### config.mk
export PLATFORM = sky130hd
export DESIGN_NAME = bts_fetch_seq
export DESIGN_NICKNAME = d
export VERILOG_FILES = /design/src/rtl/core/bts_pkg.sv /design/src/rtl/core/bts_fetch_seq.sv
export SDC_FILE = /design/constraint.sdc
export NUM_CORES = 1
export LEC_CHECK = 0
export BUFFER_PORTS_ARGS = -buffer_cell sky130_fd_sc_hd__clkbuf_2
export CORE_MARGIN = 3
export CORE_UTILIZATION = 45
export CTS_CLUSTER_SIZE = 28
export DETAILED_ROUTE_END_ITERATION = 16
export PLACE_DENSITY = 0.66
export SYNTH_ARGS = -nofsm -noshare
export SYNTH_HDL_FRONTEND = slang
export SYNTH_SLANG_ARGS = --single-unit
### constraint.sdc
create_clock -name clk -period 8.9 [get_ports clk]
set_input_delay 0.445 -clock clk [delete_from_list [all_inputs] [get_ports clk]]
set_output_delay 0.445 -clock clk [all_outputs]
set_load 0.02 [all_outputs]
### src/rtl/core/bts_pkg.sv
// Types and constants shared by the bilinear texture sampler modules.
package bts_pkg;

  localparam int CFG_W     = 9;
  localparam int CFG_IDX_W = 1;
  localparam int FRAC_W    = 16;
  localparam int CH_W      = 8;
  localparam int NUM_CH    = 4;
  localparam int TEXEL_W   = CH_W * NUM_CH;
  localparam int OUT_W     = 16;
  localparam int ROW_W     = CH_W + FRAC_W;
  localparam int SUM_W     = CH_W + 2 * FRAC_W;

  localparam logic [FRAC_W-1:0] HALF_TEXEL = 16'h8000;

  typedef enum logic [CFG_IDX_W-1:0] {
    CFG_TEX_WIDTH  = 1'b0,
    CFG_TEX_HEIGHT = 1'b1
  } cfg_idx_t;

  typedef enum logic {
    FUNC_WRITE  = 1'b0,
    FUNC_SAMPLE = 1'b1
  } func_t;

  // Order of the four texel reads of one sample
  typedef enum logic [1:0] {
    PH_T00 = 2'd0,
    PH_T10 = 2'd1,
    PH_T01 = 2'd2,
    PH_T11 = 2'd3
  } phase_t;

  typedef struct packed {
    func_t              func;
    logic [7:0]         texel_x;
    logic [7:0]         texel_y;
    logic [TEXEL_W-1:0] texel_rgba;
    logic [FRAC_W-1:0]  u_frac;
    logic [FRAC_W-1:0]  v_frac;
  } in_item_t;

  typedef struct packed {
    logic [OUT_W-1:0] red;
    logic [OUT_W-1:0] green;
    logic [OUT_W-1:0] blue;
    logic [OUT_W-1:0] alpha;
  } out_item_t;

  // Travels with each texel read, in the cycle before its read data
  typedef struct packed {
    logic              valid;
    phase_t            phase;
    logic [FRAC_W-1:0] fx;
    logic [FRAC_W-1:0] fy;
  } fetch_tag_t;

endpackage

### src/rtl/core/bts_fetch_seq.sv
// Input stage, axis decode and texel memory sequencer.
module bts_fetch_seq #(
  parameter int MAX_SIDE = 256
) (
  input  logic                  clk,
  input  logic                  rst_n,
  input  logic                  start,
  input  bts_pkg::in_item_t     in_item,
  input  logic [$clog2(((MAX_SIDE < 511) ? MAX_SIDE : 511)+1)-1:0] side_w,
  input  logic [$clog2(((MAX_SIDE < 511) ? MAX_SIDE : 511)+1)-1:0] side_h,
  output logic                  busy,
  output logic                  mem_en,
  output logic                  mem_we,
  output logic [$clog2(MAX_SIDE*MAX_SIDE)-1:0] mem_addr,
  output logic [bts_pkg::TEXEL_W-1:0] mem_wdata,
  output bts_pkg::fetch_tag_t   tag
);
  import bts_pkg::*;

  localparam int SIDE_EFF = (MAX_SIDE < 511) ? MAX_SIDE : 511;
  localparam int SIDE_W   = $clog2(SIDE_EFF + 1);
  localparam int IDX_W    = $clog2(SIDE_EFF);
  localparam int ADDR_W   = $clog2(MAX_SIDE * MAX_SIDE);
  localparam int P_W      = FRAC_W + SIDE_W;

  // Stage A: accepted item with coordinate products
  logic               a_valid_r, a_valid_nxt;
  func_t              a_func_r;
  logic               a_one_r;
  logic [P_W-1:0]     a_pu_r, a_pv_r;
  logic               a_wr_ok_r;
  logic [ADDR_W-1:0]  a_wr_addr_r;
  logic [TEXEL_W-1:0] a_rgba_r;

  // Sequencer: owns the memory port
  logic               s_valid_r, s_valid_nxt;
  phase_t             s_cnt_r, s_cnt_nxt;
  func_t              s_func_r;
  logic [IDX_W-1:0]   s_x0_r, s_x1_r, s_y0_r, s_y1_r;
  logic [FRAC_W-1:0]  s_fx_r, s_fy_r;
  logic               s_wr_ok_r;
  logic [ADDR_W-1:0]  s_wr_addr_r;
  logic [TEXEL_W-1:0] s_rgba_r;

  logic               accept, s_done, s_load, a_move;
  logic [IDX_W-1:0]   x0, x1, y0, y1, rd_x, rd_y;
  logic [FRAC_W-1:0]  fx, fy;
  logic [P_W-1:0]     pu_m, pv_m;

  assign s_done = s_valid_r && ((s_func_r == FUNC_WRITE) || (s_cnt_r == PH_T11));
  assign s_load = !s_valid_r || s_done;
  assign a_move = a_valid_r && s_load;
  assign busy   = a_valid_r && !s_load;
  assign accept = start && !busy;

  always_comb begin
    a_valid_nxt = a_valid_r;
    if (accept) begin
      a_valid_nxt = 1'b1;
    end else if (a_move) begin
      a_valid_nxt = 1'b0;
    end
    s_valid_nxt = s_valid_r;
    s_cnt_nxt   = s_cnt_r;
    if (a_move) begin
      s_valid_nxt = 1'b1;
      s_cnt_nxt   = PH_T00;
    end else if (s_done) begin
      s_valid_nxt = 1'b0;
    end else if (s_valid_r) begin
      s_cnt_nxt = phase_t'(s_cnt_r + 2'd1);
    end
  end

  always_ff @(posedge clk) begin
    if (!rst_n) begin
      a_valid_r <= 1'b0;
      s_valid_r <= 1'b0;
      s_cnt_r   <= PH_T00;
    end else begin
      a_valid_r <= a_valid_nxt;
      s_valid_r <= s_valid_nxt;
      s_cnt_r   <= s_cnt_nxt;
    end
  end

  // Position times side, taken straight off the input
  always_ff @(posedge clk) begin
    if (accept) begin
      a_func_r    <= in_item.func;
      a_one_r     <= (side_w == SIDE_W'(1)) || (side_h == SIDE_W'(1));
      a_pu_r      <= P_W'(in_item.u_frac) * P_W'(side_w);
      a_pv_r      <= P_W'(in_item.v_frac) * P_W'(side_h);
      a_wr_ok_r   <= (32'(in_item.texel_x) < MAX_SIDE) && (32'(in_item.texel_y) < MAX_SIDE);
      a_wr_addr_r <= ADDR_W'(32'(in_item.texel_y) * MAX_SIDE + 32'(in_item.texel_x));
      a_rgba_r    <= in_item.texel_rgba;
    end
  end

  // Half-texel shift and wrap; below zero wraps to the last texel
  always_comb begin
    pu_m = a_pu_r - P_W'(HALF_TEXEL);
    pv_m = a_pv_r - P_W'(HALF_TEXEL);
    if (a_pu_r < P_W'(HALF_TEXEL)) begin
      x0 = IDX_W'(side_w - SIDE_W'(1));
    end else begin
      x0 = pu_m[IDX_W+FRAC_W-1:FRAC_W];
    end
    if (a_pv_r < P_W'(HALF_TEXEL)) begin
      y0 = IDX_W'(side_h - SIDE_W'(1));
    end else begin
      y0 = pv_m[IDX_W+FRAC_W-1:FRAC_W];
    end
    x1 = (x0 == IDX_W'(side_w - SIDE_W'(1))) ? '0 : x0 + IDX_W'(1);
    y1 = (y0 == IDX_W'(side_h - SIDE_W'(1))) ? '0 : y0 + IDX_W'(1);
    fx = a_pu_r[FRAC_W-1:0] ^ HALF_TEXEL;
    fy = a_pv_r[FRAC_W-1:0] ^ HALF_TEXEL;
    // side of one: four reads of texel (0,0) at zero weight
    if (a_one_r) begin
      x0 = '0;
      x1 = '0;
      y0 = '0;
      y1 = '0;
      fx = '0;
      fy = '0;
    end
  end

  always_ff @(posedge clk) begin
    if (a_move) begin
      s_func_r    <= a_func_r;
      s_x0_r      <= x0;
      s_x1_r      <= x1;
      s_y0_r      <= y0;
      s_y1_r      <= y1;
      s_fx_r      <= fx;
      s_fy_r      <= fy;
      s_wr_ok_r   <= a_wr_ok_r;
      s_wr_addr_r <= a_wr_addr_r;
      s_rgba_r    <= a_rgba_r;
    end
  end

  always_comb begin
    case (s_cnt_r)
      PH_T00: begin
        rd_x = s_x0_r;
        rd_y = s_y0_r;
      end
      PH_T10: begin
        rd_x = s_x1_r;
        rd_y = s_y0_r;
      end
      PH_T01: begin
        rd_x = s_x0_r;
        rd_y = s_y1_r;
      end
      default: begin
        rd_x = s_x1_r;
        rd_y = s_y1_r;
      end
    endcase
  end

  assign mem_en    = s_valid_r && ((s_func_r == FUNC_SAMPLE) || s_wr_ok_r);
  assign mem_we    = s_valid_r && (s_func_r == FUNC_WRITE);
  assign mem_addr  = (s_func_r == FUNC_WRITE) ? s_wr_addr_r
                     : ADDR_W'(32'(rd_y) * MAX_SIDE + 32'(rd_x));
  assign mem_wdata = s_rgba_r;

  assign tag.valid = s_valid_r && (s_func_r == FUNC_SAMPLE);
  assign tag.phase = s_cnt_r;
  assign tag.fx    = s_fx_r;
  assign tag.fy    = s_fy_r;

endmodule

==> results of run 1 <==
-- metrics by stage --
step | utilization, % | power (W) | std cells | instance area, sq um | hold WS [ps]
final | 51.21 | 0.005269 | 2337 | 19880 | 97.27
after floorplan | - | 0.003789 | 1648 | 17800 | 400.3
after global routing | 51.21 | 0.005802 | 2337 | 19880 | 70.41
after global placement | 49.44 | 0.004342 | 2299 | 19190 | 400.2
after CTS | 51.21 | 0.005324 | 2337 | 19880 | 75.30
after detailed placement | 49.44 | 0.004420 | 2299 | 19190 | 404.5
-- layout by cell type, fill, tap and decap left out, types with 4 or more instances in the layout --
| cell | netlist | layout |
|---|---|---|
| a21o_1 | 10 | 10 |
| nand2_1 | 153 | 153 |
| nand3_1 | 9 | 9 |
| xor2_1 | 32 | 32 |
| o21bai_1 | 4 | 4 |
| a21boi_0 | 5 | 5 |
| nor4_1 | 6 | 6 |
| o211ai_1 | 4 | 4 |
| or3_1 | 6 | 6 |
| inv_1 | 278 | 278 |
| o21a_1 | 9 | 9 |
| nor2b_1 | 47 | 45 |
| a21oi_1 | 56 | 56 |
| a31oi_1 | 5 | 5 |
| o21ai_0 | 18 | 18 |
| edfxtp_1 | 213 | 213 |
| nor3b_1 | 7 | 7 |
| dfxtp_1 | 4 | 4 |
| a211oi_1 | 5 | 5 |
| xnor2_1 | 42 | 42 |
| clkbuf_16 | 0 | 22 |
| fa_1 | 198 | 198 |
| clkbuf_1 | 48 | 5 |
| ha_1 | 102 | 102 |
| and3_1 | 4 | 4 |
| and2_1 | 173 | 173 |
| o31a_1 | 5 | 5 |
| mux2i_1 | 24 | 24 |
| clkbuf_2 | 0 | 187 |
| o31ai_1 | 4 | 4 |
| nand2b_1 | 5 | 5 |
| nor2_1 | 85 | 85 |
| buf_4 | 0 | 4 |
| nor3_1 | 23 | 23 |
| nand4_1 | 5 | 5 |
-- layer usage --
metal  up-vias  GRT usage, %
met1      5840         25.50
met3        63         2.733
met5         -             0
met2       352         30.94
li1       5624             -
met4         0         4.223
-- worst register-to-register path: stages, from the launching register on --
cell and delay [ps]:
edfxtp_1 840, and2_1 410, nor2b_1 220, nor2b_4 900
buf_4 910
-- power by group through the flow --
stage,Clock [W],Combinational (W),Sequential [W]
6_report,0.000878,0.00283,0.00156
4_1_cts,0.000905,0.00286,0.00156
5_1_grt,0.000948,0.00327,0.00158
3_3_place_gp,0,0.00277,0.00158
2_1_floorplan,0,0.00222,0.00157
3_5_place_dp,0,0.00284,0.00158
-- kinds of logic after synthesis --
kind of cell	after synthesis
muxes	25
adders and majority gates	300
buffers and inverters	336
and+or+nand+nor	543
xor gates and xnor gates	75
DFF	217
AOI/OAI and AO/OA	152
-- area by class of cell --
class	instances	area, sq um
Fill cell	3472	18940
Multi-Input combinational cell	1095	10060
Sequential cell	217	6476
Inverter	278	1044
Timing Repair Buffer	191	965.9
Tap cell	518	648.1
Clock buffer	30	610.6
Clock inverter	8	77.57
-- final timing paths --
path	cells after the start	to	start
setup / recovery	17	a_pv_r[22]	side_h[2]
hold / removal	1	a_rgba_r[20]	in_item[52]
setup reg to reg	4	mem_wdata[19]	s_func_r
hold reg to reg	0	mem_wdata[10]	a_rgba_r[10]
-- flip-flops by register name, indices dropped and copies added, names as in the netlist, 16 cells and up --
name,flops
mem_wdata,32
a_pv_r,25
s_wr_addr_r,16
s_fy_r,16
a_wr_addr_r,16
s_fx_r,16
a_pu_r,25
a_rgba_r,32
==> results.md, run 1 <==
- Largest family of logic cells by synthesized area: adder cells
- PnR worst setup slack: 3889 ps
- Initial core utilization: 45.86%
- Die Width: 204.9 um
- Max Buffers Root-to-Sink: 3
- Sequential fraction of the synthesis area: 36.37%
- Worst Clk Skew: 31.02 ps
- Critical path's slowest cell: fa_1
- Final Cycle Share: 56.31%
- Metal-1 WL: 16.61 mm
- Routed wl met3: 2.528 mm
- Final WL: 37.58 mm
- Top Layer Used: met4
- Critical Path, Cell by Cell: clkbuf_2, nand2_1, fa_1, inv_1, fa_1, inv_1, fa_1, fa_1, inv_1, ha_1, o21a_1, o31a_1, a2bb2oi_1, a21oi_1, or3_1, a311oi_1, xor2_1
- Worst-Skew Late Latency: 520 ps
- GPL Wtd Cong: 0.8664
- Die Area: 0.04199 sq mm
- P&R area growth vs syn: 11.67%
- Post-Syn Nets: 2050
- CTS tree: built
- Clock share of power: 16.7%
- Most frequent CP cell: fa_1
- Diodes inserted: 0
- Actual slew at the worst max-slew pin: 1141 ps
- Post-Syn Instances: 1648
- Worst setup SP type: primary input
- Cell Int Power: 0.003179 W
- Die Height: 204.9 um
- CP peak stage delay: 550 ps
- H-tree depth: 1
- Buffers plus inverters on the worst setup path: 4
- First-pass GRT wire length: 63.11 mm
- Combinational group share of total power: 53.7%
- Average cell area after synthesis: 10.80 sq um
- CP Class: primary input to flip-flop
- Cell Area, Synth: 0.01780 sq mm
- Distinct cells, synth: 66
- Leak: 8.961 nW
- Slew margin rel.: 23.75%
- Buffers on Ports: 187
- Post-CTS sizing: 0
- DP Wirelength: 28.76 mm
- Setup TNS: 0 ps
- Pre-CTS setup slack: 3401 ps
- CP Data Required Time: 9130 ps
- Max Fclk: 0.1995 GHz
- Compound-Gate Fraction of Synth Area: 5.748%
- Outcome: complete, no violations
- Post-synthesis mux area share: 1.434%
- Hold WC Path Type: primary input to flip-flop
- All-Layer GR Usage: 18.43%
- Post-synth top cells: inv_1 (278), edfxtp_1 (213), fa_1 (198)
- Share of flip-flops with an asynchronous set or reset: 0%
- Most frequent cell after synthesis: inv_1
- Post-CTS Setup Bufs: 0
- Worst Path Arrival: 5240 ps
- Main synth FF type: edfxtp_1
- Sw Ratio: 39.68%
- Reg2reg setup slack: 5160 ps
- Largest net degree at the start of global routing: 74
- Gr ovfl total: 0
- WL/cell: 16.08 um
- Worst setup EP type: flip-flop
- Crit-path max FO: 23
- Synth warn: 0
- Share of cells above drive strength 1: 13.19%
- Area leader, netlist: edfxtp_1
- Synth Register Bits: 217
- # rows: 72
- DRC viols: 0
- Worst-case vdd ir drop: 0.0001286 V
- Ports: 188
- Vias in the first global route: 12573
- Count of pins over their slew limit: 0
- Fraction of the mapped netlist area in simple logic gates: 16.04%
- Hold Violations, Final: 0
- Adder-Cell Fraction of Synth Area: 29.43%
- Post-synth top area share: 35.92%
- Number of vias per cell: 5.083
- Clock Tree Root: clkbuf_16
- Min Tclk post-route: 5011 ps
- Num CTS Buffers: 22
- Post-Synth XOR/XNOR Area: 3.767%
- Max-capacitance violation count: 0
- Vias: 11879
- RSZ-0062 raised after global routing: false
- Drt initial violations: 603
- Cts hold-fix bufs: 0
- Final #Nets: 2207
- Core Area: 0.03883 sq mm
- Ranking of synthesized cells by area: edfxtp_1 (36%), fa_1 (22%), ha_1 (7.2%), and2_1 (6.1%), inv_1 (5.9%)
- EDFF count, synth: 213
- Final number of setup-violating endpoints: 0
- Family with the most delay on the worst path: adder cells
- Seq pwr share: 29.6%
- Initial antenna violation count: 0
- Met2 routed WL: 17.70 mm
- PwrDens: 265.0 mW/mm^2
- Routed Antenna Nets: 0
- DR pass1 iterations: 5
- CTS Sinks: 217
- Clock slew at reported path FFs: 60 ps
- NetSw: 0.002091 W
No activity file was read; power rests on OpenSTA's default activity.
==> run 2: changes to the inputs <==
Settings changed: PLACE_DENSITY 0.66 to 0.68.
Clock period 8.9 ns to 4.2 ns, I/O delays scaled along.
==> run 2 against run 1 <==
Compared with the run above:
- via count increased by 6.1%
- sequential share of layout area down 3.3 points
- combinational power grew to 2.7 times the previous value
- flip-flop and latch count stayed put
- global-route usage increased by 0.53 points
- utilization increased by 5.8 points
- setup slack worse by 3800 ps
- clock power is 140% higher
- hold slack better by 120 ps
- die area unchanged
==> results.md, run 2 (synthesized netlist as in run 1, its figures left out) <==
- Outcome: complete, no violations
- Setup TNS: 0 ps
- Leak: 10.04 nW
- PwrDens: 593.6 mW/mm^2
- All-Layer GR Usage: 18.96%
- CP Data Required Time: 4460 ps
- CTS Sinks: 217
- Initial core utilization: 45.86%
- Critical path's slowest cell: fa_2
- Share of cells above drive strength 1: 22.75%
- Die Width: 204.9 um
- Slew margin rel.: 41.70%
- Buffers on Ports: 187
- Final Cycle Share: 97.59%
- DR pass1 iterations: 5
- Largest net degree at the start of global routing: 101
- Vias in the first global route: 13358
- Worst Path Arrival: 4360 ps
- Drt initial violations: 622
- Vias: 12601
- Final #Nets: 2408
- Multi-input gate area: 0.01041 sq mm
- Worst Clk Skew: 15.48 ps
- Crit-path max FO: 9
- Hold WC Path Type: primary input to flip-flop
- Most common cell after layout, fill and taps aside: inv_1
- Diodes inserted: 0
- Worst-Skew Late Latency: 520 ps
- WL/cell: 15.51 um
- Final Power: 0.01313 W
- Commonest cells after routing, fill and taps aside: inv_1 (273), edfxtp_1 (213), fa_1 (189)
- Worst-case vdd ir drop: 0.0003159 V
- Max Fclk: 0.2440 GHz
- Worst setup SP type: primary input
- Core Area: 0.03883 sq mm
- H-tree depth: 1
- CP peak stage delay: 580 ps
- Actual slew at the worst max-slew pin: 871.2 ps
- Clock slew at reported path FFs: 60 ps
- Worst setup EP type: flip-flop
- Number of vias per cell: 4.961
- Clock Tree Root: clkbuf_16
- # rows: 72
- Final WL: 39.40 mm
- GPL Wtd Cong: 0.8768
- Pre-CTS setup slack: -564.1 ps
- First-pass GRT wire length: 65.41 mm
- Fillers: 3256
- Die Area: 0.04199 sq mm
- Gr ovfl total: 0
- Min Tclk post-route: 4099 ps
- Reg area: 0.006476 sq mm
- Max Buffers Root-to-Sink: 3
- Critical Path, Cell by Cell: clkbuf_4, and2_1, fa_2, fa_2, fa_1, inv_1, fa_1, inv_1, ha_4, a21oi_2, o211ai_1, a2111o_1, a21oi_4, buf_6, nor3_1, a211oi_2, xnor2_1
- DP Wirelength: 30.54 mm
- PnR worst setup slack: 101.1 ps
- Final number of setup-violating endpoints: 0
- Count of pins over their slew limit: 0
- CP Class: primary input to flip-flop
- DRC viols: 0
- CTS tree: built
- RSZ-0062 raised after global routing: true
- Initial antenna violation count: 2
- Hold Violations, Final: 0
- P&R area growth vs syn: 24.26%
- Ports: 188
- Routed Antenna Nets: 0
- Num CTS Buffers: 23
- Max-capacitance violation count: 0
- Die Height: 204.9 um
==> run 2: cell types whose count changed in the layout (fill, tap and decap cells not counted), sizes merged <==
cell,change
buf,+161
dlygate4sd3,+52
clkinv,-3
inv,+2
bufinv,+3
clkbuf,-12
==> run 2: what timing repair did <==
| item | 4_1_cts | 5_1_grt |
|---|---|---|
| pin swaps | 0 | 17 |
| hold buffers | 52 | 0 |
| setup buffers | 0 | 3 |
| gates resized for setup | 1 | 88 |
| setup endpoints to repair | 1 | 14 |
| hold endpoints to repair | 53 | 0 |
==> run 2: final timing paths <==
check        slack [ps]  cells past startpoint         end         from
max                 100                     17  a_pu_r[24]  in_item[21]
min                 220                      3   a_pv_r[0]   in_item[0]
max reg2reg        1210                      7   s_y1_r[6]   a_pv_r[22]
min reg2reg         420                      0    s_func_r     a_func_r
==> run 2: metal layers <==
metal / track usage (%) / wire [um] / share of wire [%] / vias up
met4: 3.686 / 578 / 1.5 / 2
met3: 2.892 / 2566 / 6.5 / 47
met1: 25.66 / 17180 / 44 / 6194
li1: - / - / - / 6037
met5: 0 / 13 / 0.033 / -
met2: 32.75 / 19060 / 48 / 321
==> run 2: stage by stage <==
stage                     instances  utilization (%)  hold WS, ps  instance area, sq um
after floorplan                1648                -        308.9                 18380
after global placement         2444            53.15        386.8                 20630
after detailed placement       2444            53.15        388.6                 20630
after CTS                      2537            56.46        207.7                 21920
after global routing           2540            56.98        221.9                 22120
final                          2540            56.98        217.6                 22120
==> run 2: cell type report <==
type,instances,share of cell area [%]
clock buffers,31,2.737
multi-input cells,1095,47.06
flip-flops and latches,217,29.27
clock inverters,10,0.7239
well taps,518,2.930
inverters,278,4.717
repair buffers,391,12.56
==> run 2: power breakdown <==
part           internal (W)  switching, W  total (W)
combinational       0.00379       0.00395    0.00774
clock               0.00126      0.000820    0.00208
sequential          0.00310      0.000207    0.00331
total               0.00816       0.00498     0.0131
==> run 2: critical path: cells and delay by family <==
| family | cells | cell delay, ps |
|---|---|---|
| AO/OA/AOI/OAI | 5 | 1210 |
| XOR/XNOR | 1 | 100 |
| adder cells (fa/ha/maj) | 5 | 2110 |
| buffers and inverters | 4 | 470 |
| AND/OR/NAND/NOR | 2 | 240 |
==> run 3: changes to the inputs <==
Settings changed: PLACE_DENSITY 0.68 to 0.74.
==> run 3 against run 2 <==
Compared with the run above:
- flip-flop and latch count unchanged
- via count grew 0.96%
- final cell count is 0.12% higher
- critical path depth is 2 higher
- clock skew is 7.7 ps higher
- first-iteration DRC count is 17% higher
- clock power shrank 4%
- final area decreased by 0.41%
- die area stayed put
- routed wire length rose by 0.80%
- largest power group unchanged
==> results.md, run 3 (synthesized netlist as in run 1, its figures left out) <==
- Final Cycle Share: 98.09%
- Hold EP: a_pv_r[0]
- Slew margin rel.: 38.49%
- Diodes inserted: 0
- Max Fclk: 0.2427 GHz
- CTS tree: built
- Die Width: 204.9 um
- Buffers on Ports: 187
- Fin util: 56.74%
- Final #Nets: 2410
- Largest net degree at the start of global routing: 57
- Worst setup EP type: flip-flop
- Count of pins over their slew limit: 0
- Hold WC Path Type: primary input to flip-flop
- CP Data Required Time: 4440 ps
- Vias in the first global route: 13763
- GPL Wtd Cong: 0.8815
- DR pass1 iterations: 5
- DP Wirelength: 31.22 mm
- Setup TNS: 0 ps
- Most common cell after layout, fill and taps aside: inv_1
- Die Area: 0.04199 sq mm
- R2r endpoint: s_x1_r[6]
- Final number of setup-violating endpoints: 0
- PwrDens: 596.7 mW/mm^2
- Routed Antenna Nets: 0
- Max-capacitance violation count: 0
- WL/cell: 15.62 um
- Num CTS Buffers: 23
- Die Height: 204.9 um
- All-Layer GR Usage: 19.19%
- CP peak stage delay: 540 ps
- Worst-case vdd ir drop: 0.0003528 V
- Number of vias per cell: 5.003
- Initial core utilization: 45.86%
- CP Class: primary input to flip-flop
- Ports: 188
- First-pass GRT wire length: 66.34 mm
- Final WL: 39.72 mm
- Initial antenna violation count: 0
- # rows: 72
- Critical path's slowest cell: fa_1
- Leak: 9.997 nW
- Worst setup SP type: primary input
- Pre-CTS setup slack: -566.7 ps
- Commonest cells after routing, fill and taps aside: inv_1 (272), edfxtp_1 (213), fa_1 (190)
- Reg2reg setup slack: 1320 ps
- Hold slack: 208.5 ps
- Crit-path max FO: 14
- PnR worst setup slack: 80.17 ps
- Gr ovfl total: 0
- DRC viols: 0
- Hold Violations, Final: 0
- Min Tclk post-route: 4120 ps
- Cell depth of the worst min-delay path: 3
- Worst Clk Skew: 23.17 ps
- Outcome: complete, no violations
- Actual slew at the worst max-slew pin: 914.2 ps
- Max Buffers Root-to-Sink: 3
- Hold_sp: in_item[0]
- CTS Sinks: 217
- Core Area: 0.03883 sq mm
- Fillers: 3183
- Reg-to-Reg Start: a_pu_r[19]
- Critical Path, Cell by Cell: buf_4, buf_4, nand2_1, fa_1, inv_1, fa_1, fa_1, inv_1, fa_1, inv_1, ha_1, a21o_1, a21oi_2, nor2b_2, o41ai_4, buf_4, buf_4, a311oi_2, xor2_1
- H-tree depth: 1
- Clock slew at reported path FFs: 70 ps
- Share of cells above drive strength 1: 22.91%
- Worst Path Arrival: 4360 ps
- Drt initial violations: 725
- P&R area growth vs syn: 23.75%
- Vias: 12722
- Worst r2r path cells: 8
- Clock Tree Root: clkbuf_16
- Worst-Skew Late Latency: 520 ps
## run 3: stage by stage
stage	cell area, sq um	power [W]	cells
floorplan	18380	0.008470	1648
finish	22030	0.01315	2543
global placement	20620	0.01069	2447
CTS	21900	0.01306	2541
global route	22030	0.01432	2543
detailed placement	20620	0.01096	2447
## run 3: per-layer routing
layer  global-route usage, %  routed length (um)  vias up  share of wire [%]
met5                       0                   0        -                  0
met4                   4.930                 777        0                2.0
met3                   2.050                2285       67                5.8
met2                   34.23               19890      374                 50
met1                   25.09               16760     6239                 42
li1                        -                   -     6042                  -
## run 3: power breakdown
part           leakage, nW  internal, W  switching [W]
clock                0.366      0.00116       0.000834
sequential            2.08      0.00310       0.000212
combinational         7.55      0.00386        0.00398
## run 3: final cells by class
class                      instances  area (sq um)  area share, %
multi-input combinational       1095         10410          47.25
sequential                       217          6476          29.39
timing repair buffer             393          2698          12.24
inverter                         278          1044          4.736
tap                              518         648.1          2.942
clock buffer                      31         645.6          2.930
clock inverter                    11         110.1         0.4997
## run 3: worst max path at each step
stage               from          to  slack (ps)  cells after the start
2_1_floorplan  side_h[2]  a_pv_r[22]        -180                     18
3_3_place_gp   side_h[2]  a_pv_r[22]        -410                     18
3_5_place_dp   side_h[2]  a_pv_r[22]        -570                     18
4_1_cts        side_h[5]  a_pv_r[22]          10                     16
5_1_grt        side_h[2]  a_pv_r[22]         -30                     19
6_report       side_h[2]  a_pv_r[22]          80                     19
## run 3: repair_timing
action	4_1_cts	5_1_grt
pin swaps	0	11
endpoints found under the hold margin	53	0
hold buffers	52	0
gates resized for setup	2	54
setup endpoints to repair	1	14
cloned	0	0
setup buffers	0	2
## run 3: worst max-delay path, delay by kind of cell
kind / cells / cell delay (ps)
buffers and inverters: 7 / 800
AND/OR/NAND/NOR: 2 / 140
AO/OA/AOI/OAI: 4 / 850
XOR/XNOR: 1 / 180
adder cells (fa/ha/maj): 5 / 2180
